[config.mk]
export PLATFORM = sky130hd
export DESIGN_NAME = wwvb_time_frame_encoder
export DESIGN_NICKNAME = d
export VERILOG_FILES = /design/src/wtfe_pkg.sv /design/src/wtfe_front.sv /design/src/wtfe_queue.sv /design/src/wtfe_back.sv /design/src/wwvb_time_frame_encoder.sv
export SDC_FILE = /design/constraint.sdc
export NUM_CORES = 1
export LEC_CHECK = 0
export BUFFER_PORTS_ARGS = -buffer_cell sky130_fd_sc_hd__buf_2
export CORE_ASPECT_RATIO = 1.75
export CORE_MARGIN = 1
export CORE_UTILIZATION = 41
export CTS_CLUSTER_SIZE = 30
export DETAILED_ROUTE_END_ITERATION = 12
export GPL_ROUTABILITY_DRIVEN = 0
export HOLD_SLACK_MARGIN = 0.05
export PLACE_DENSITY = 0.55
export SLEW_MARGIN = 20
export SYNTH_ARGS = -nofsm -noshare
export SYNTH_HDL_FRONTEND = slang
export SYNTH_SLANG_ARGS = --single-unit
[constraint.sdc]
create_clock -name i_clk -period 10.25 [get_ports i_clk]
set_input_delay 3.075 -clock i_clk [delete_from_list [all_inputs] [get_ports i_clk]]
set_output_delay 3.075 -clock i_clk [all_outputs]
set_load 0.1 [all_outputs]
[src/wtfe_pkg.sv]
// ============================================================================
// WWVB time frame encoder package
// Shared types, symbol codes, layout constants and the symbol lookup.
// ============================================================================
`default_nettype none

package wtfe_pkg;

    // Frame geometry
    localparam int unsigned FRAME_LEN = 60;
    localparam int unsigned POS_W = 6;
    localparam logic [POS_W-1:0] LAST_POS = POS_W'(FRAME_LEN - 1);

    // Depth of the record queue between front and back
    localparam int unsigned QUEUE_DEPTH = 2;

    // Symbol codes
    localparam logic [1:0] SYM_ZERO = 2'd0;
    localparam logic [1:0] SYM_ONE  = 2'd1;
    localparam logic [1:0] SYM_MARK = 2'd2;

    // DST codes as sent at positions 57 and 58
    localparam logic [1:0] DST_OFF    = 2'd0;
    localparam logic [1:0] DST_ENDS   = 2'd1;
    localparam logic [1:0] DST_BEGINS = 2'd2;
    localparam logic [1:0] DST_ON     = 2'd3;

    // Configuration register indexes
    localparam int unsigned CFG_IDX_W = 2;
    localparam int unsigned CFG_DATA_W = 4;
    localparam logic [CFG_IDX_W-1:0] CFG_DUT1_POSITIVE = 2'd0;
    localparam logic [CFG_IDX_W-1:0] CFG_DUT1_TENTHS   = 2'd1;
    localparam logic [CFG_IDX_W-1:0] CFG_LEAP_SECOND   = 2'd2;

    // Encoded frame contents, one record per accepted time item
    typedef struct packed {
        logic [2:0] minute_tens;
        logic [3:0] min_units;
        logic [1:0] hour_tens;
        logic [3:0] hour_units;
        logic [1:0] doy_hundreds;
        logic [3:0] doy_tens;
        logic [3:0] doy_units;
        logic       dut1_positive;
        logic [3:0] dut1_tenths;
        logic [3:0] yy_tens;
        logic [3:0] year_units;
        logic       leap_year;
        logic       leap_second;
        logic [1:0] dst;
    } t_frame;

    // Record queue status seen by its neighbors
    typedef struct packed {
        logic full;
        logic empty;
    } t_q_status;

    function automatic logic [1:0] bit_sym(input logic b);
        return b ? SYM_ONE : SYM_ZERO;
    endfunction

    // Symbol of one frame position
    function automatic logic [1:0] frame_symbol(input t_frame f, input logic [POS_W-1:0] pos);
        logic [1:0] s;
        s = SYM_ZERO;
        unique case (pos)
            6'd0, 6'd9, 6'd19, 6'd29, 6'd39, 6'd49, 6'd59: s = SYM_MARK;
            6'd1:  s = bit_sym(f.minute_tens[2]);
            6'd2:  s = bit_sym(f.minute_tens[1]);
            6'd3:  s = bit_sym(f.minute_tens[0]);
            6'd5:  s = bit_sym(f.min_units[3]);
            6'd6:  s = bit_sym(f.min_units[2]);
            6'd7:  s = bit_sym(f.min_units[1]);
            6'd8:  s = bit_sym(f.min_units[0]);
            6'd12: s = bit_sym(f.hour_tens[1]);
            6'd13: s = bit_sym(f.hour_tens[0]);
            6'd15: s = bit_sym(f.hour_units[3]);
            6'd16: s = bit_sym(f.hour_units[2]);
            6'd17: s = bit_sym(f.hour_units[1]);
            6'd18: s = bit_sym(f.hour_units[0]);
            6'd22: s = bit_sym(f.doy_hundreds[1]);
            6'd23: s = bit_sym(f.doy_hundreds[0]);
            6'd25: s = bit_sym(f.doy_tens[3]);
            6'd26: s = bit_sym(f.doy_tens[2]);
            6'd27: s = bit_sym(f.doy_tens[1]);
            6'd28: s = bit_sym(f.doy_tens[0]);
            6'd30: s = bit_sym(f.doy_units[3]);
            6'd31: s = bit_sym(f.doy_units[2]);
            6'd32: s = bit_sym(f.doy_units[1]);
            6'd33: s = bit_sym(f.doy_units[0]);
            6'd36: s = bit_sym(f.dut1_positive);
            6'd37: s = bit_sym(!f.dut1_positive);
            6'd38: s = bit_sym(f.dut1_positive);
            6'd40: s = bit_sym(f.dut1_tenths[3]);
            6'd41: s = bit_sym(f.dut1_tenths[2]);
            6'd42: s = bit_sym(f.dut1_tenths[1]);
            6'd43: s = bit_sym(f.dut1_tenths[0]);
            6'd45: s = bit_sym(f.yy_tens[3]);
            6'd46: s = bit_sym(f.yy_tens[2]);
            6'd47: s = bit_sym(f.yy_tens[1]);
            6'd48: s = bit_sym(f.yy_tens[0]);
            6'd50: s = bit_sym(f.year_units[3]);
            6'd51: s = bit_sym(f.year_units[2]);
            6'd52: s = bit_sym(f.year_units[1]);
            6'd53: s = bit_sym(f.year_units[0]);
            6'd55: s = bit_sym(f.leap_year);
            6'd56: s = bit_sym(f.leap_second);
            6'd57: s = bit_sym(f.dst[1]);
            6'd58: s = bit_sym(f.dst[0]);
            default: s = SYM_ZERO;
        endcase
        return s;
    endfunction

endpackage

`default_nettype wire

[src/wtfe_front.sv]
// ============================================================================
// WWVB time frame encoder front end
// Two-stage encoder: splits the time fields into BCD digits, derives the
// leap-year flag and the DST code, and pushes one frame record to the queue.
// ============================================================================
`default_nettype none

module wtfe_front (
    input  wire logic                 i_clk,
    input  wire logic                 i_rst_n,
    // time input channel
    input  wire logic                 i_push,
    output logic                      o_full,
    input  wire logic [5:0]           i_minute,
    input  wire logic [4:0]           i_hour,
    input  wire logic [8:0]           i_day_of_year,
    input  wire logic [13:0]          i_full_year,
    input  wire logic [3:0]           i_month,
    input  wire logic [4:0]           i_day_of_month,
    input  wire logic [2:0]           i_day_of_week,
    // configuration
    input  wire logic                 i_dut1_positive,
    input  wire logic [3:0]           i_dut1_tenths,
    input  wire logic                 i_leap_second,
    // record queue write side
    input  wire wtfe_pkg::t_q_status  i_q_status,
    output logic                      o_q_push,
    output wtfe_pkg::t_frame          o_q_rec
);

    // Split a value below 100 into tens and units (reciprocal of 10)
    function automatic logic [7:0] split_tens(input logic [6:0] v);
        logic [14:0] prod;
        logic [3:0]  tens;
        logic [6:0]  sub;
        logic [6:0]  units;
        prod  = {8'd0, v} * 15'd205;
        tens  = prod[14:11];
        sub   = {3'd0, tens} * 7'd10;
        units = v - sub;
        return {tens, units[3:0]};
    endfunction

    // Stage 1 registers: raw fields and first quotients
    logic        r_s1_valid;
    logic [5:0]  r_minute;
    logic [4:0]  r_hour;
    logic [8:0]  r_doy;
    logic [13:0] r_year;
    logic [3:0]  r_month;
    logic [4:0]  r_dom;
    logic [2:0]  r_dow;
    logic [2:0]  r_minute_tens;
    logic [1:0]  r_hour_tens;
    logic [2:0]  r_doy_hund;
    logic [7:0]  r_year_cent;

    logic        s1_ready;
    logic        accept;

    // Stage 1 quotients by reciprocal multiply
    logic [9:0]  min_prod;
    logic [8:0]  hour_prod;
    logic [14:0] doy_prod;
    logic [26:0] year_prod;

    assign min_prod  = {4'd0, i_minute} * 10'd13;
    assign hour_prod = {4'd0, i_hour} * 9'd13;
    assign doy_prod  = {6'd0, i_day_of_year} * 15'd41;
    assign year_prod = {13'd0, i_full_year} * 27'd5243;

    // Advance stage 1 when it is empty or its record moves into the queue
    assign o_q_push = r_s1_valid && !i_q_status.full;
    assign s1_ready = !r_s1_valid || o_q_push;
    assign o_full   = !s1_ready;
    assign accept   = i_push && s1_ready;

    always_ff @(posedge i_clk) begin
        if (!i_rst_n) begin
            r_s1_valid <= 1'b0;
        end else if (s1_ready) begin
            r_s1_valid <= i_push;
        end
        if (accept) begin
            r_minute      <= i_minute;
            r_hour        <= i_hour;
            r_doy         <= i_day_of_year;
            r_year        <= i_full_year;
            r_month       <= i_month;
            r_dom         <= i_day_of_month;
            r_dow         <= i_day_of_week;
            r_minute_tens <= min_prod[9:7];
            r_hour_tens   <= hour_prod[8:7];
            r_doy_hund    <= doy_prod[14:12];
            r_year_cent   <= year_prod[26:19];
        end
    end

    // Stage 2: remainders and second digit split
    logic [5:0]  min_sub;
    logic [5:0]  min_rem;
    logic [4:0]  hour_sub;
    logic [4:0]  hour_rem;
    logic [8:0]  doy_sub;
    logic [8:0]  doy_rem;
    logic [13:0] year_sub;
    logic [13:0] year_rem;
    logic [7:0]  doy_split;
    logic [7:0]  year_split;
    logic        leap;

    assign min_sub    = {3'd0, r_minute_tens} * 6'd10;
    assign min_rem    = r_minute - min_sub;
    assign hour_sub   = {3'd0, r_hour_tens} * 5'd10;
    assign hour_rem   = r_hour - hour_sub;
    assign doy_sub    = {6'd0, r_doy_hund} * 9'd100;
    assign doy_rem    = r_doy - doy_sub;
    assign year_sub   = {6'd0, r_year_cent} * 14'd100;
    assign year_rem   = r_year - year_sub;
    assign doy_split  = split_tens(doy_rem[6:0]);
    assign year_split = split_tens(year_rem[6:0]);

    // Gregorian rule: century years need the century count divisible by 4
    assign leap = (year_rem[6:0] == 7'd0) ? (r_year_cent[1:0] == 2'd0)
                                          : (r_year[1:0] == 2'd0);

    // DST code from month, day of month and weekday
    logic signed [6:0] sun_before;
    logic [1:0]        dst;

    assign sun_before = $signed({2'b00, r_dom}) - $signed({4'b0000, r_dow});

    always_comb begin
        dst = wtfe_pkg::DST_OFF;
        if (r_month >= 4'd4 && r_month <= 4'd10) begin
            dst = wtfe_pkg::DST_ON;
        end else if (r_month == 4'd3) begin
            if (r_dow == 3'd0 && r_dom >= 5'd8 && r_dom <= 5'd14) begin
                dst = wtfe_pkg::DST_BEGINS;
            end else if (sun_before >= 7'sd8) begin
                dst = wtfe_pkg::DST_ON;
            end
        end else if (r_month == 4'd11) begin
            if (r_dow == 3'd0 && r_dom >= 5'd1 && r_dom <= 5'd7) begin
                dst = wtfe_pkg::DST_ENDS;
            end else if (sun_before <= 7'sd0) begin
                dst = wtfe_pkg::DST_ON;
            end
        end
    end

    // Assemble the record
    always_comb begin
        o_q_rec               = '0;
        o_q_rec.minute_tens   = r_minute_tens;
        o_q_rec.min_units     = min_rem[3:0];
        o_q_rec.hour_tens     = r_hour_tens;
        o_q_rec.hour_units    = hour_rem[3:0];
        o_q_rec.doy_hundreds  = r_doy_hund[1:0];
        o_q_rec.doy_tens      = doy_split[7:4];
        o_q_rec.doy_units     = doy_split[3:0];
        o_q_rec.dut1_positive = i_dut1_positive;
        o_q_rec.dut1_tenths   = i_dut1_tenths;
        o_q_rec.yy_tens       = year_split[7:4];
        o_q_rec.year_units    = year_split[3:0];
        o_q_rec.leap_year     = leap;
        o_q_rec.leap_second   = i_leap_second;
        o_q_rec.dst           = dst;
    end

endmodule

`default_nettype wire

[src/wtfe_queue.sv]
// ============================================================================
// WWVB time frame encoder record queue
// Small register FIFO of frame records between the encoder and the emitter.
// ============================================================================
`default_nettype none

module wtfe_queue #(
    parameter int unsigned Depth = wtfe_pkg::QUEUE_DEPTH
) (
    input  wire logic                 i_clk,
    input  wire logic                 i_rst_n,
    input  wire logic                 i_push,
    input  wire wtfe_pkg::t_frame     i_rec,
    input  wire logic                 i_pop,
    output wtfe_pkg::t_frame          o_rec,
    output wtfe_pkg::t_q_status       o_status
);

    localparam int unsigned PtrW = (Depth > 1) ? $clog2(Depth) : 1;
    localparam int unsigned CntW = $clog2(Depth + 1);
    localparam logic [PtrW-1:0] LastPtr = PtrW'(Depth - 1);

    wtfe_pkg::t_frame r_mem [Depth];
    logic [PtrW-1:0]  r_wr_ptr;
    logic [PtrW-1:0]  r_rd_ptr;
    logic [CntW-1:0]  r_count;

    logic do_push;
    logic do_pop;

    assign o_status.full  = (r_count == CntW'(Depth));
    assign o_status.empty = (r_count == '0);
    assign o_rec          = r_mem[r_rd_ptr];

    assign do_push = i_push && !o_status.full;
    assign do_pop  = i_pop && !o_status.empty;

    // Advance pointers and occupancy
    always_ff @(posedge i_clk) begin
        if (!i_rst_n) begin
            r_wr_ptr <= '0;
            r_rd_ptr <= '0;
            r_count  <= '0;
        end else begin
            if (do_push) begin
                r_wr_ptr <= (r_wr_ptr == LastPtr) ? '0 : r_wr_ptr + 1'b1;
            end
            if (do_pop) begin
                r_rd_ptr <= (r_rd_ptr == LastPtr) ? '0 : r_rd_ptr + 1'b1;
            end
            if (do_push && !do_pop) begin
                r_count <= r_count + 1'b1;
            end else if (do_pop && !do_push) begin
                r_count <= r_count - 1'b1;
            end
        end
    end

    // Store records
    always_ff @(posedge i_clk) begin
        if (do_push) begin
            r_mem[r_wr_ptr] <= i_rec;
        end
    end

endmodule

`default_nettype wire

[src/wtfe_back.sv]
// ============================================================================
// WWVB time frame encoder emitter
// Walks one frame record through its 60 positions into an output register
// that the receiver drains, one symbol per cycle while the receiver pops.
// ============================================================================
`default_nettype none

module wtfe_back (
    input  wire logic                 i_clk,
    input  wire logic                 i_rst_n,
    // record queue read side
    input  wire wtfe_pkg::t_q_status  i_q_status,
    input  wire wtfe_pkg::t_frame     i_q_rec,
    output logic                      o_q_pop,
    // symbol output channel
    output logic                      o_empty,
    input  wire logic                 i_pop,
    output logic [1:0]                o_symbol,
    output logic [wtfe_pkg::POS_W-1:0] o_position,
    output logic                      o_last
);

    wtfe_pkg::t_frame              r_rec;
    logic                          r_busy;
    logic [wtfe_pkg::POS_W-1:0]    r_pos;
    logic                          r_out_valid;
    logic [1:0]                    r_out_sym;
    logic [wtfe_pkg::POS_W-1:0]    r_out_pos;
    logic                          r_out_last;

    logic adv;
    logic fin;
    logic load;

    // Output register moves when empty or being drained
    assign adv     = !r_out_valid || i_pop;
    assign fin     = r_busy && adv && (r_pos == wtfe_pkg::LAST_POS);
    assign load    = !i_q_status.empty && (!r_busy || fin);
    assign o_q_pop = load;

    assign o_empty    = !r_out_valid;
    assign o_symbol   = r_out_sym;
    assign o_position = r_out_pos;
    assign o_last     = r_out_last;

    always_ff @(posedge i_clk) begin
        if (!i_rst_n) begin
            r_busy      <= 1'b0;
            r_pos       <= '0;
            r_out_valid <= 1'b0;
        end else begin
            // emit the current position
            if (adv) begin
                r_out_valid <= r_busy;
                if (r_busy) begin
                    r_out_sym  <= wtfe_pkg::frame_symbol(r_rec, r_pos);
                    r_out_pos  <= r_pos;
                    r_out_last <= (r_pos == wtfe_pkg::LAST_POS);
                end
            end
            // take the next record, drop to idle after the last symbol, or advance
            if (load) begin
                r_rec  <= i_q_rec;
                r_busy <= 1'b1;
                r_pos  <= '0;
            end else if (fin) begin
                r_busy <= 1'b0;
                r_pos  <= '0;
            end else if (r_busy && adv) begin
                r_pos <= r_pos + 1'b1;
            end
        end
    end

endmodule

`default_nettype wire

[src/wwvb_time_frame_encoder.sv]
// ============================================================================
// WWVB time frame encoder
// Turns one broken-down UTC time into the 60 symbols of a WWVB amplitude frame.
// ============================================================================
// Usage:
//   Time items enter through i_push / o_full; an item is taken at a clock edge
//   with i_push high and o_full low. Symbols leave through o_empty / i_pop:
//   while o_empty is low the oldest symbol is on o_symbol, o_position and
//   o_last, and it is taken at an edge with i_pop high.
//   Each item yields 60 symbols, positions 0 to 59, o_last on position 59.
//   With the emitter idle, an item passes the encoder stage, queue and emitter
//   record register before its first symbol shows. Symbols leave one per cycle
//   while i_pop stays high, set by the emitter's position counter. The encoder
//   and queue hold further items, so input is taken while a frame is still
//   being sent; o_full rises once the queue and encoder stage fill. If the
//   receiver holds i_pop low, the symbol on the ports stays and the emitter
//   waits; the encoder keeps filling the queue until it is full. The user must
//   write configuration (DUT1 sign, DUT1 tenths, leap second warning) via
//   i_cfg_we / i_cfg_idx / i_cfg_data while the block is idle; not enforced.
//   Synchronous reset clears the queue, the emitter and configuration to 0.
// ============================================================================
`default_nettype none

module wwvb_time_frame_encoder #(
    parameter int unsigned QueueDepth = wtfe_pkg::QUEUE_DEPTH
) (
    input  wire logic                               i_clk,
    input  wire logic                               i_rst_n,
    // configuration
    input  wire logic                               i_cfg_we,
    input  wire logic [wtfe_pkg::CFG_IDX_W-1:0]     i_cfg_idx,
    input  wire logic [wtfe_pkg::CFG_DATA_W-1:0]    i_cfg_data,
    // time input
    input  wire logic                               i_push,
    output logic                                    o_full,
    input  wire logic [5:0]                         i_minute,
    input  wire logic [4:0]                         i_hour,
    input  wire logic [8:0]                         i_day_of_year,
    input  wire logic [13:0]                        i_full_year,
    input  wire logic [3:0]                         i_month,
    input  wire logic [4:0]                         i_day_of_month,
    input  wire logic [2:0]                         i_day_of_week,
    // symbol output
    output logic                                    o_empty,
    input  wire logic                               i_pop,
    output logic [1:0]                              o_symbol,
    output logic [5:0]                              o_position,
    output logic                                    o_last
);

    logic       r_dut1_positive;
    logic [3:0] r_dut1_tenths;
    logic       r_leap_second;

    // Hold configuration registers
    always_ff @(posedge i_clk) begin
        if (!i_rst_n) begin
            r_dut1_positive <= 1'b0;
            r_dut1_tenths   <= '0;
            r_leap_second   <= 1'b0;
        end else if (i_cfg_we) begin
            unique case (i_cfg_idx)
                wtfe_pkg::CFG_DUT1_POSITIVE: r_dut1_positive <= i_cfg_data[0];
                wtfe_pkg::CFG_DUT1_TENTHS:   r_dut1_tenths   <= i_cfg_data[3:0];
                wtfe_pkg::CFG_LEAP_SECOND:   r_leap_second   <= i_cfg_data[0];
                default: ;
            endcase
        end
    end

    wtfe_pkg::t_q_status q_status;
    wtfe_pkg::t_frame    front_rec;
    wtfe_pkg::t_frame    queue_rec;
    logic                q_push;
    logic                q_pop;

    wtfe_front u_front (
        .i_clk           (i_clk),
        .i_rst_n         (i_rst_n),
        .i_push          (i_push),
        .o_full          (o_full),
        .i_minute        (i_minute),
        .i_hour          (i_hour),
        .i_day_of_year   (i_day_of_year),
        .i_full_year     (i_full_year),
        .i_month         (i_month),
        .i_day_of_month  (i_day_of_month),
        .i_day_of_week   (i_day_of_week),
        .i_dut1_positive (r_dut1_positive),
        .i_dut1_tenths   (r_dut1_tenths),
        .i_leap_second   (r_leap_second),
        .i_q_status      (q_status),
        .o_q_push        (q_push),
        .o_q_rec         (front_rec)
    );

    wtfe_queue #(
        .Depth (QueueDepth)
    ) u_queue (
        .i_clk    (i_clk),
        .i_rst_n  (i_rst_n),
        .i_push   (q_push),
        .i_rec    (front_rec),
        .i_pop    (q_pop),
        .o_rec    (queue_rec),
        .o_status (q_status)
    );

    wtfe_back u_back (
        .i_clk      (i_clk),
        .i_rst_n    (i_rst_n),
        .i_q_status (q_status),
        .i_q_rec    (queue_rec),
        .o_q_pop    (q_pop),
        .o_empty    (o_empty),
        .i_pop      (i_pop),
        .o_symbol   (o_symbol),
        .o_position (o_position),
        .o_last     (o_last)
    );

endmodule

`default_nettype wire

== After elaboration in Yosys (flattened, before gate mapping) ==
Memory sizes are Yosys's and may differ from the RTL's. A register that Yosys moved wholly into a read port is not among the register bits.
Index checks and enable logic that the tools add are counted.
Word-level totals
  register bits after elaboration: 78
  bits in writable memories: 80
  input bits: 57
  output and inout port bits: 11
  word-level logic and storage cells: 211
  memories kept: 1
Operators by class
  add/subtract/negate cells: 12
  multiply operators: 12
  magnitude comparators: 8
  eq/ne operators: 53
  multiplexer cells: 58
  bitwise logic cells: 1
  reductions and logical operators: 42
Memory list
  u_queue.r_mem: depth 2, bits a word 40, read ports 1, clocked after Yosys merged registers in 1, write ports 1, RTL line wtfe_queue.sv:23  | wtfe_pkg::t_frame r_mem [Depth];
Operators by type and width (count)
  $eq A6 B6 Y1 const B: 24
  $pmux W2 S42: 1
  $eq A6 B5 Y1 const B: 13
  $mux W1: 48
  $eq A6 B4 Y1 const B: 5
  $mul A7 B8 Y15 const B: 2
  $mul A14 B13 Y27 const B: 1
  $eq A6 B3 Y1 const B: 3
  $mux W2: 9
  $sub A4 B4 Y4: 4
  $mul A9 B6 Y15 const B: 1
  $logic_and A1 B1 Y1: 14
  $sub A7 B7 Y7: 2
  $eq A6 B2 Y1 const B: 2
  $mul A6 B4 Y10 const B: 1
  $mul A5 B4 Y9 const B: 1
  $logic_not A1 Y1: 8
  $logic_not A2 Y1: 4
  $mul A4 B3 Y3 const B: 2
  $mul A8 B5 Y5 const B: 1
  $reduce_and A2 Y1: 4
  $ge A7 B5 Y1 const B: 1
  $le A7 B1 Y1 const B: 1
  $logic_not A7 Y1: 1
  other kinds (28): 33

== Longest topological paths before layout ==
Gate-level depths: netlist of the first run.
  depth in word-level cells: 10
  depth in mapped cells: 24
  gate-level depth less buffers: 24

== Modules after synthesis ==
Synthesis of the first run repeated with hierarchy kept, for this count alone.
Second synthesis, totals
  cell total of the unflattened synthesis: 1166
  area, all modules: 14212.4 um2
Modules (own cells, without submodules)
  wtfe_front: times used 1, cells each 800, area each 8358.0 um2, seq. area each 1431.4 um2
  wtfe_queue: times used 1, cells each 149, area each 3106.7 um2, seq. area each 2502.4 um2
  wtfe_back: times used 1, cells each 190, area each 2496.1 um2, seq. area each 1631.6 um2
  wwvb_time_frame_encoder: times used 1, cells each 27, area each 251.5 um2, seq. area each 120.1 um2

== Worst setup path before layout of the first run ==
OpenSTA, ideal clock, no wires.
  path kind: in2reg
  from: input port i_full_year[9]
  to: register u_front.r_year_cent[1] (data pin)
  library setup time: 135 ps
  data arrival time: 6911 ps
  required time: 10115 ps
  path slack: 3203 ps
  stages: 14
  path buffers: 0
  path through: ha_1 inv_1 fa_1 fa_1 inv_1 fa_1 fa_1 ha_1 a21oi_1 o21ai_0 a21oi_1 a21oi_1 or4b_2 nand3_1
Between the ends
  longest elaborated chain between the ends: 1
RTL lines
  start, declared: RTL line wwvb_time_frame_encoder.sv:39  | input wire logic [13:0] i_full_year,
  $mul A14 B13 Y27: RTL line wtfe_front.sv:70  | assign year_prod = {13'd0, i_full_year} * 27'd5243;
  net u_front.year_prod[20]: RTL line wtfe_front.sv:65  | logic [26:0] year_prod;
  end signal, assigned: RTL line wtfe_front.sv:95  | r_year_cent <= year_prod[26:19];
  end, declared: RTL line wtfe_front.sv:56  | logic [7:0] r_year_cent;
The timed path passes the listed nets, and every way through them passes these cells.
A chain may end at the register's enable or synchronous reset.

== Worst setup path in the final report of the first run ==
Ends and elaborated chain as after synthesis.

==> results.json, run 1 <==
{
  "antenna_left": 0,
  "drc": 0,
  "dpl.cell_count": 1669,
  "slew_violations": 0,
  "layout_min_cycle_time_ps": 7070,
  "grt.total_usage": 0.164,
  "clockBufferDepth": 2,
  "post_cts_buffers": 0,
  "path_max_fanout": 6,
  "syn-instance-count": 1163,
  "hold-path-endpoint": "u_queue.r_mem[1][27]$_DFFE_PP_",
  "first_pass_iters": 4,
  "cap_violations": 0,
  "clock-sinks": 195,
  "floorplan.die_area_um2": 35100,
  "final_common_cell": "inv_1",
  "grt_pass1_wl_mm": 43.4,
  "post-route-period-util": 0.689,
  "critPathKind": "input pin to register",
  "start_util": 0.418,
  "fillCellCount": 3099,
  "syn-cell-area_um2": 14100,
  "r2r_cells": 23,
  "first_global_vias": 8900,
  "area_delta_synth_final_pct": 10.6,
  "cts_max_level": 4,
  "dp_hpwl_mm": 21.7,
  "crit_arrival_ps": 7380,
  "hold_viol": 0,
  "drive_gt1_frac": 0.128,
  "mostFrequentLayoutCells": "241 x inv_1, 232 x ha_1, 176 x edfxtp_1, 90 x fa_1, 67 x buf_2",
  "io_buffers": 67,
  "slew_headroom": 0.397,
  "setup-violations-final": 0,
  "synth_cell_type_count": 61,
  "holdWs_ps": 443,
  "layout.cells.non_filler": 1701,
  "ys.flop_type": "edfxtp_1",
  "antenna_found_initial": 0,
  "outcome": "finished, final reports clean",
  "crit_path_start": "i_full_year[9]",
  "antenna_cells": 0,
  "fin_worst_skew_ps": 10.9,
  "setup.worst_path.end_class": "register",
  "num_vias": 8338,
  "finalSetupTns_ps": 0,
  "grt-ovfl-total": 0,
  "r2r-start": "u_front.r_doy_hund[0]$_DFFE_PP_",
  "cts_tree": "yes",
  "viasPerCell": 4.90,
  "drt-initial-drc-count": 222,
  "nets": 1612,
  "worstHoldPathType": "register to register",
  "clk_pin_slew_ps": 70,
  "row_count": 89,
  "synth_seq_cells": 195,
  "wl_per_cell_um": 15.7,
  "required_ps": 10560,
  "highest_layer": "met4",
  "core_area_um2": 33700,
  "rsz0062_at_grt": "false",
  "hold_buffers": 0,
  "synth_async_sr_flop_share": 0,
  "clk_latency_ps": 450,
  "cts_buffers": 17,
  "synth_edf_count": 176,
  "yosys_warnings": 0,
  "met1_length_mm": 9.16,
  "synthesis.nets": 1542,
  "met3RoutedLength_um": 489,
  "cts_root_buf": "clkbuf_16",
  "worst_hold_path.num_cells": 0,
  "tightest_slew_ps": 905,
  "hold_start": "u_front.r_hour[0]$_DFFE_PP_",
  "worstSetupStartpointType": "input pin",
  "clock.fmax_ghz": 0.142,
  "cts_resized": 0,
  "ios": 68,
  "die_w_um": 142,
  "ys_seq_area_frac": 0.402,
  "wl_mm": 26.8,
  "fp.dieH_um": 247,
  "r2r-end": "u_queue.r_mem[1][20]$_DFFE_PP_",
  "r2r_setup_slack_ps": 4190,
  "dr_wl_met2_mm": 16.5,
  "syn_avg_cell_area_um2": 12.1,
  "grt_max_degree": 48
}
## state kept, by name, indices dropped and copies added, names as in the netlist, 5 cells and up
name	cells
u_front.r_doy	7
u_back.o_position	6
u_back.r_pos	6
u_back.r_rec	40
u_front.r_year_cent	5
u_front.r_year	7
u_queue.r_mem	80
u_front.r_dom	5
## kinds of logic after synthesis
family	count (synthesis)	share of synthesized area
XOR/XNOR	56	0.0353
adder cells (fa/ha/maj)	323	0.335
AO/OA/AOI/OAI	130	0.0634
AND/OR/NAND/NOR	147	0.0544
buffers and inverters	262	0.0702
flip-flops	195	0.402
multiplexers	50	0.0400
## metal layers
metal	global-route usage	vias to the layer above
li1	-	4125
met1	0.150	4071
met2	0.349	106
met3	0.0240	36
met4	0.0607	0
met5	0	-
## metrics by stage
step | setup WS, ps | utilization | instance area (um2)
finish | 3180 | 0.462 | 15600
CTS | 3210 | 0.462 | 15600
detailed placement | 2760 | 0.444 | 15000
floorplan | 3200 | - | 14100
global placement | 2790 | 0.444 | 15000
global route | 2940 | 0.462 | 15600
## worst max-delay path, cell delays in order
cell	delay (ps)
buf_2	150
ha_1	320
inv_1	60
fa_1	490
fa_1	520
inv_1	50
fa_1	470
fa_1	490
ha_1	330
a21oi_1	260
o21ai_0	110
a21oi_1	170
a21oi_1	130
or4b_2	640
nand3_1	90
## synthesized netlist by cell type, drive strengths merged (5+ instances only)
cell	count	area, um2
nor3	14	70.1
nand2	32	120
a21oi	35	175
xor2	17	156
nand3b	6	45.0
ha	232	2900
edfxtp	176	5290
nor3b	5	37.5
fa	90	1800
mux2i	9	90.1
xnor2	39	342
nor2	27	101
o21a	9	67.6
nor2b	14	87.6
nand2b	5	31.3
mux2	40	450
o211ai	6	45.0
nand3	18	90.1
a21o	17	129
or3	5	36.3
and2	7	43.8
buf	10	42.5
a211oi	5	37.5
dfxtp	19	380
clkbuf	11	41.3
o21ai	17	85.1
inv	241	905
## worst max-delay path by stage
stage / endpoint / slack, ps / depth (start not counted)
2_1_floorplan: u_front.r_year_cent[1]$_DFFE_PP_ / 3200 / 14
3_3_place_gp: u_front.r_year_cent[1]$_DFFE_PP_ / 2790 / 17
3_5_place_dp: u_front.r_year_cent[1]$_DFFE_PP_ / 2760 / 17
4_1_cts: u_front.r_year_cent[1]$_DFFE_PP_ / 3210 / 17
5_1_grt: u_front.r_year_cent[1]$_DFFE_PP_ / 2940 / 19
6_report: u_front.r_year_cent[1]$_DFFE_PP_ / 3180 / 15
## cell type report
| type | count | area, um2 | share of cell area |
|---|---|---|---|
| multi-input combinational | 706 | 7460 | 0.479 |
| sequential | 195 | 5670 | 0.364 |
| inverter | 241 | 905 | 0.0581 |
| tap | 455 | 569 | 0.0365 |
| clock buffer | 19 | 475 | 0.0305 |
| timing repair buffer | 72 | 373 | 0.0239 |
| clock inverter | 13 | 133 | 0.00851 |
Power of run 1 is left out: the tool's default activity adds up to more than one toggle a clock period on the data nets, which glitch-free logic cannot reach.
==> inputs of run 2 (changes only) <==
- ABC_AREA: default -> 1
- PLACE_DENSITY: 0.55 -> 0.57
- clock period: 10.25 -> 6.08 ns (I/O delays scaled with it)
==> results.json, run 2 <==
{
  "post-route-period-util": 0.930,
  "fin_worst_skew_ps": 8.09,
  "crit_arrival_ps": 5840,
  "ios": 68,
  "synth_cell_type_count": 40,
  "worstSetupStartpointType": "register",
  "crit_slowest_cell": "fa_1",
  "setup.worst_path.end_class": "register",
  "yosysMostFrequentCell": "inv_1",
  "yosys-top-cells-area": "edfxtp_1 36%, ha_1 20%, fa_1 12%, inv_1 8.1%, nand2_1 7.4%",
  "ys.flop_type": "edfxtp_1",
  "syn-instance-count": 1470,
  "grt.total_usage": 0.176,
  "path_max_fanout": 4,
  "slew_headroom": 0.407,
  "syn-cell-area_um2": 14600,
  "nets": 1928,
  "yosys_warnings": 0,
  "first_pass_iters": 5,
  "grt_max_degree": 48,
  "hold_start": "u_front.r_hour[0]$_DFFE_PP_",
  "drt-initial-drc-count": 313,
  "crit_family": "adder cells",
  "tightest_slew_ps": 890,
  "crit_top_cell": "inv_1",
  "drc": 0,
  "clockBufferDepth": 2,
  "reg.largest.list": "u_queue.r_mem x80, u_back.r_rec x40",
  "worst_slack_ps": 427,
  "row_count": 91,
  "finalSetupTns_ps": 0,
  "antenna_left": 0,
  "synth_seq_cells": 195,
  "area_delta_synth_final_pct": 10.5,
  "hold_buffers": 0,
  "cts_root_buf": "clkbuf_16",
  "wl_mm": 29.6,
  "pre_cts_ws_ps": 240,
  "layout_min_cycle_time_ps": 5650,
  "cts_tree": "yes",
  "grt_pass1_wl_mm": 48.4,
  "critPathKind": "register to register",
  "syn_avg_cell_area_um2": 9.92,
  "drive_gt1_frac": 0.0749,
  "holdWs_ps": 450,
  "fin_util": 0.458,
  "rsz0062_at_grt": "false",
  "path_buf_inv": 7,
  "antenna_cells": 0,
  "cts_max_level": 4,
  "worstHoldPathType": "register to register",
  "cts_buffers": 17,
  "first_global_vias": 10061,
  "wl_per_cell_um": 14.6,
  "die_w_um": 145,
  "floorplan.die_area_um2": 36300,
  "largest_reg_flops": 80,
  "hold_viol": 0,
  "dp_hpwl_mm": 24.6,
  "slowest_delay_ps": 530,
  "num_vias": 9683,
  "synthesis.nets": 1849,
  "start_util": 0.414,
  "cap_violations": 0,
  "synth_area_leader_cell": "edfxtp_1",
  "slew_violations": 0,
  "required_ps": 6260,
  "clk_latency_ps": 430,
  "mostFrequentLayoutCells": "315 x inv_1, 286 x nand2_1, 232 x ha_1, 176 x edfxtp_1, 90 x fa_1",
  "core_area_um2": 35200,
  "grt-ovfl-total": 0,
  "clock.fmax_ghz": 0.177,
  "outcome": "finished, final reports clean",
  "r2r-start": "u_front.r_year[2]$_DFFE_PP_",
  "synth_async_sr_flop_share": 0,
  "crit_path_start": "u_front.r_year[2]$_DFFE_PP_",
  "clk_pin_slew_ps": 70,
  "antenna_found_initial": 0,
  "synth_top_area_frac": 0.363,
  "fp.dieH_um": 251,
  "largest-register": "u_queue.r_mem",
  "viasPerCell": 4.78,
  "synth_edf_count": 176,
  "final_common_cell": "inv_1",
  "clock-sinks": 195,
  "io_buffers": 67,
  "synth_common_cells": "316 x inv_1, 286 x nand2_1, 232 x ha_1, 176 x edfxtp_1, 90 x fa_1",
  "fillCellCount": 3318,
  "ys_seq_area_frac": 0.389,
  "setup-violations-final": 0
}
==> run 2: cell types whose count changed in the layout (fill, tap and decap cells not counted), moves of 25 or more <==
cell and delta:
inv_1 +74, nand4_1 +25, nand2_1 +254, nor2_1 +49, mux2_2 -40, nand3_1 +45
==> run 2: final timing paths <==
| check | endpoint | slack, ps | depth (start not counted) |
|---|---|---|---|
| setup / recovery | u_queue.r_mem[0][7]$_DFFE_PP_ | 430 | 29 |
| hold / removal | u_queue.r_mem[0][27]$_DFFE_PP_ | 450 | 0 |
| setup reg to reg | u_queue.r_mem[0][7]$_DFFE_PP_ | 430 | 29 |
| hold reg to reg | u_queue.r_mem[0][27]$_DFFE_PP_ | 450 | 0 |
==> run 2: layout make-up <==
class                           count  area (um2)  area share
Tap cell                          465         582      0.0361
Multi-Input combinational cell    945        7690       0.478
Timing Repair Buffer               73         393      0.0244
Inverter                          317        1190      0.0739
Sequential cell                   195        5670       0.352
Clock inverter                      6        66.3     0.00412
Clock buffer                       26         520      0.0323
==> run 2: per-stage QoR <==
step / cells / area (um2)
final: 2027 / 16100
after global routing: 2027 / 16100
after CTS: 2025 / 16100
after detailed placement: 1993 / 15500
after global placement: 1993 / 15500
after floorplan: 1470 / 14600
==> run 2: worst register-to-register path, delay by kind of cell, from the launching register on <==
kind | cells | cell delay [ps]
AO/OA/AOI/OAI | 3 | 540
XOR/XNOR | 2 | 350
adder cells (fa/ha/maj) | 9 | 2860
buffers and inverters | 7 | 520
flip-flops | 1 | 380
AND/OR/NAND/NOR | 8 | 760
==> run 2: logic make-up (layout without fill, tap and decap cells) <==
kind of cell / Yosys count / in the layout / share of synthesized area
flops: 195 / 195 / 0.389
xor+xnor: 38 / 38 / 0.0228
compound gates: 99 / 99 / 0.0381
simple gates: 486 / 486 / 0.142
buf+inv: 330 / 422 / 0.0852
fa+ha+maj: 322 / 322 / 0.323
==> run 2: metal layers <==
metal	share of wire	global-route usage	vias up
met5	0	0	-
met4	0.030	0.0704	0
met3	0.015	0.0239	44
met2	0.61	0.368	113
met1	0.34	0.162	4606
li1	-	-	4920
==> run 2: timing repair <==
item / CTS / global route
gates resized for setup: 0 / 2
buffers inserted: 0 / 1
setup endpoints to repair: 0 / 2
Power of run 2 is left out for the same reason.
==> inputs of run 3 (changes only) <==
- GPL_TIMING_DRIVEN: default -> 0
- PLACE_DENSITY: 0.57 -> 0.67
==> results.json, run 3 (synthesis gave the netlist of run 2 again) <==
{
  "dp_hpwl_mm": 24.0,
  "cts_tree": "yes",
  "hold_buffers": 0,
  "grt_max_degree": 42,
  "r2r_setup_slack_ps": 440,
  "num_vias": 9950,
  "worst_hold_path.num_cells": 0,
  "clock-sinks": 195,
  "reg.largest.list": "u_queue.r_mem x80, u_back.r_rec x40",
  "hold_start": "u_front.r_minute[0]$_DFFE_PP_",
  "nets": 1941,
  "fin_util": 0.461,
  "cts_resized": 0,
  "multi_input_area_um2": 7680,
  "first_global_vias": 10615,
  "slew_violations": 0,
  "wl_mm": 28.8,
  "r2r-start": "u_front.r_year[2]$_DFFE_PP_",
  "ios": 68,
  "setup.worst_path.end_class": "register",
  "grt_pass1_wl_mm": 48.0,
  "cts_root_buf": "clkbuf_16",
  "placed_cell_area_um2": 15600,
  "slew_headroom": 0.308,
  "critPathKind": "input pin to register",
  "worst_slack_ps": 414,
  "fp.dieH_um": 251,
  "antenna_left": 0,
  "clock.fmax_ghz": 0.177,
  "hold-path-endpoint": "u_queue.r_mem[1][33]$_DFFE_PP_",
  "floorplan.die_area_um2": 36300,
  "tightest_slew_ps": 1040,
  "viasPerCell": 4.88,
  "grt-ovfl-total": 0,
  "io_buffers": 67,
  "grt.total_usage": 0.171,
  "clockBufferDepth": 2,
  "worstSetupStartpointType": "input pin",
  "die_w_um": 145,
  "post_cts_buffers": 0,
  "pre_cts_ws_ps": -33.0,
  "clk_pin_slew_ps": 70,
  "wl_per_cell_um": 14.1,
  "largest_reg_flops": 80,
  "mostFrequentLayoutCells": "315 x inv_1, 286 x nand2_1, 232 x ha_1, 176 x edfxtp_1, 90 x fa_1",
  "start_util": 0.414,
  "fin_worst_skew_ps": 8.81,
  "clk_latency_ps": 440,
  "r2r_cells": 32,
  "seq_area_um2": 5670,
  "first_pass_iters": 6,
  "path_max_fanout": 6,
  "layout_min_cycle_time_ps": 5670,
  "final_cell_area_um2": 16200,
  "rsz0062_at_grt": "false",
  "hold_viol": 0,
  "post-route-period-util": 0.932,
  "outcome": "finished, final reports clean",
  "core_area_um2": 35200,
  "setup-violations-final": 0,
  "final_common_cell": "inv_1",
  "antenna_cells": 0,
  "crit_arrival_ps": 5860,
  "r2r-end": "u_queue.r_mem[0][7]$_DFFE_PP_",
  "fillCellCount": 3250,
  "row_count": 91,
  "crit_path_start": "i_full_year[8]",
  "drc": 0,
  "cap_violations": 0,
  "drive_gt1_frac": 0.0775,
  "area_delta_synth_final_pct": 11.2,
  "worstHoldPathType": "register to register",
  "cts_buffers": 17,
  "required_ps": 6280,
  "drt-initial-drc-count": 402,
  "cts_max_level": 4,
  "antenna_found_initial": 0,
  "largest-register": "u_queue.r_mem"
}
-- run 3: cell count changes in the layout (fill, tap and decap cells not counted), moves of 3 or more --
cell	change
buf_2	+3
inv_6	+4
clkbuf_1	+6
inv_8	+4
clkbuf_8	-4
-- run 3: final cells by class --
cell class | count | share of cell area
multi-input combinational | 945 | 0.474
sequential | 195 | 0.350
inverter | 317 | 0.0734
tap | 465 | 0.0359
clock buffer | 17 | 0.0263
timing repair buffer | 73 | 0.0258
clock inverter | 15 | 0.0116
buffer | 13 | 0.00324
-- run 3: worst max-delay path by stage --
stage	slack, ps	end	cells after the start
6_report	410	u_front.r_year_cent[3]$_DFFE_PP_	18
5_1_grt	40	u_queue.r_mem[1][7]$_DFFE_PP_	32
4_1_cts	440	u_queue.r_mem[0][7]$_DFFE_PP_	32
3_5_place_dp	-30	u_front.r_year_cent[3]$_DFFE_PP_	18
3_3_place_gp	-10	u_front.r_year_cent[3]$_DFFE_PP_	18
2_1_floorplan	640	u_front.r_year_cent[3]$_DFFE_PP_	17
-- run 3: metrics by stage --
| step | std cells | setup TNS (ps) | hold WS, ps |
|---|---|---|---|
| final | 2040 | 0 | 451 |
| after global routing | 2040 | 0 | 466 |
| after CTS | 2037 | 0 | 453 |
| after detailed placement | 2005 | -33.0 | 436 |
| after global placement | 2002 | -13.0 | 430 |
| after floorplan | 1470 | 0 | 420 |
-- run 3: critical path, cell delays in order --
cell	delay (ps)
buf_2	170
ha_1	360
inv_1	70
fa_1	520
inv_1	60
fa_1	490
inv_1	50
fa_1	460
fa_1	540
inv_1	40
ha_1	330
a21o_1	170
inv_1	90
o21bai_1	60
o21ai_0	370
nand3_1	120
nand2_1	80
nand2_1	50
-- run 3: metal layers --
layer	global-route usage	vias up	wire, um	part of all wire
li1	-	4956	-	-
met1	0.151	4729	9710	0.34
met2	0.356	176	17200	0.60
met3	0.0233	89	625	0.022
met4	0.0872	0	1250	0.043
met5	0	-	0	0
Power of run 3 is left out for the same reason.
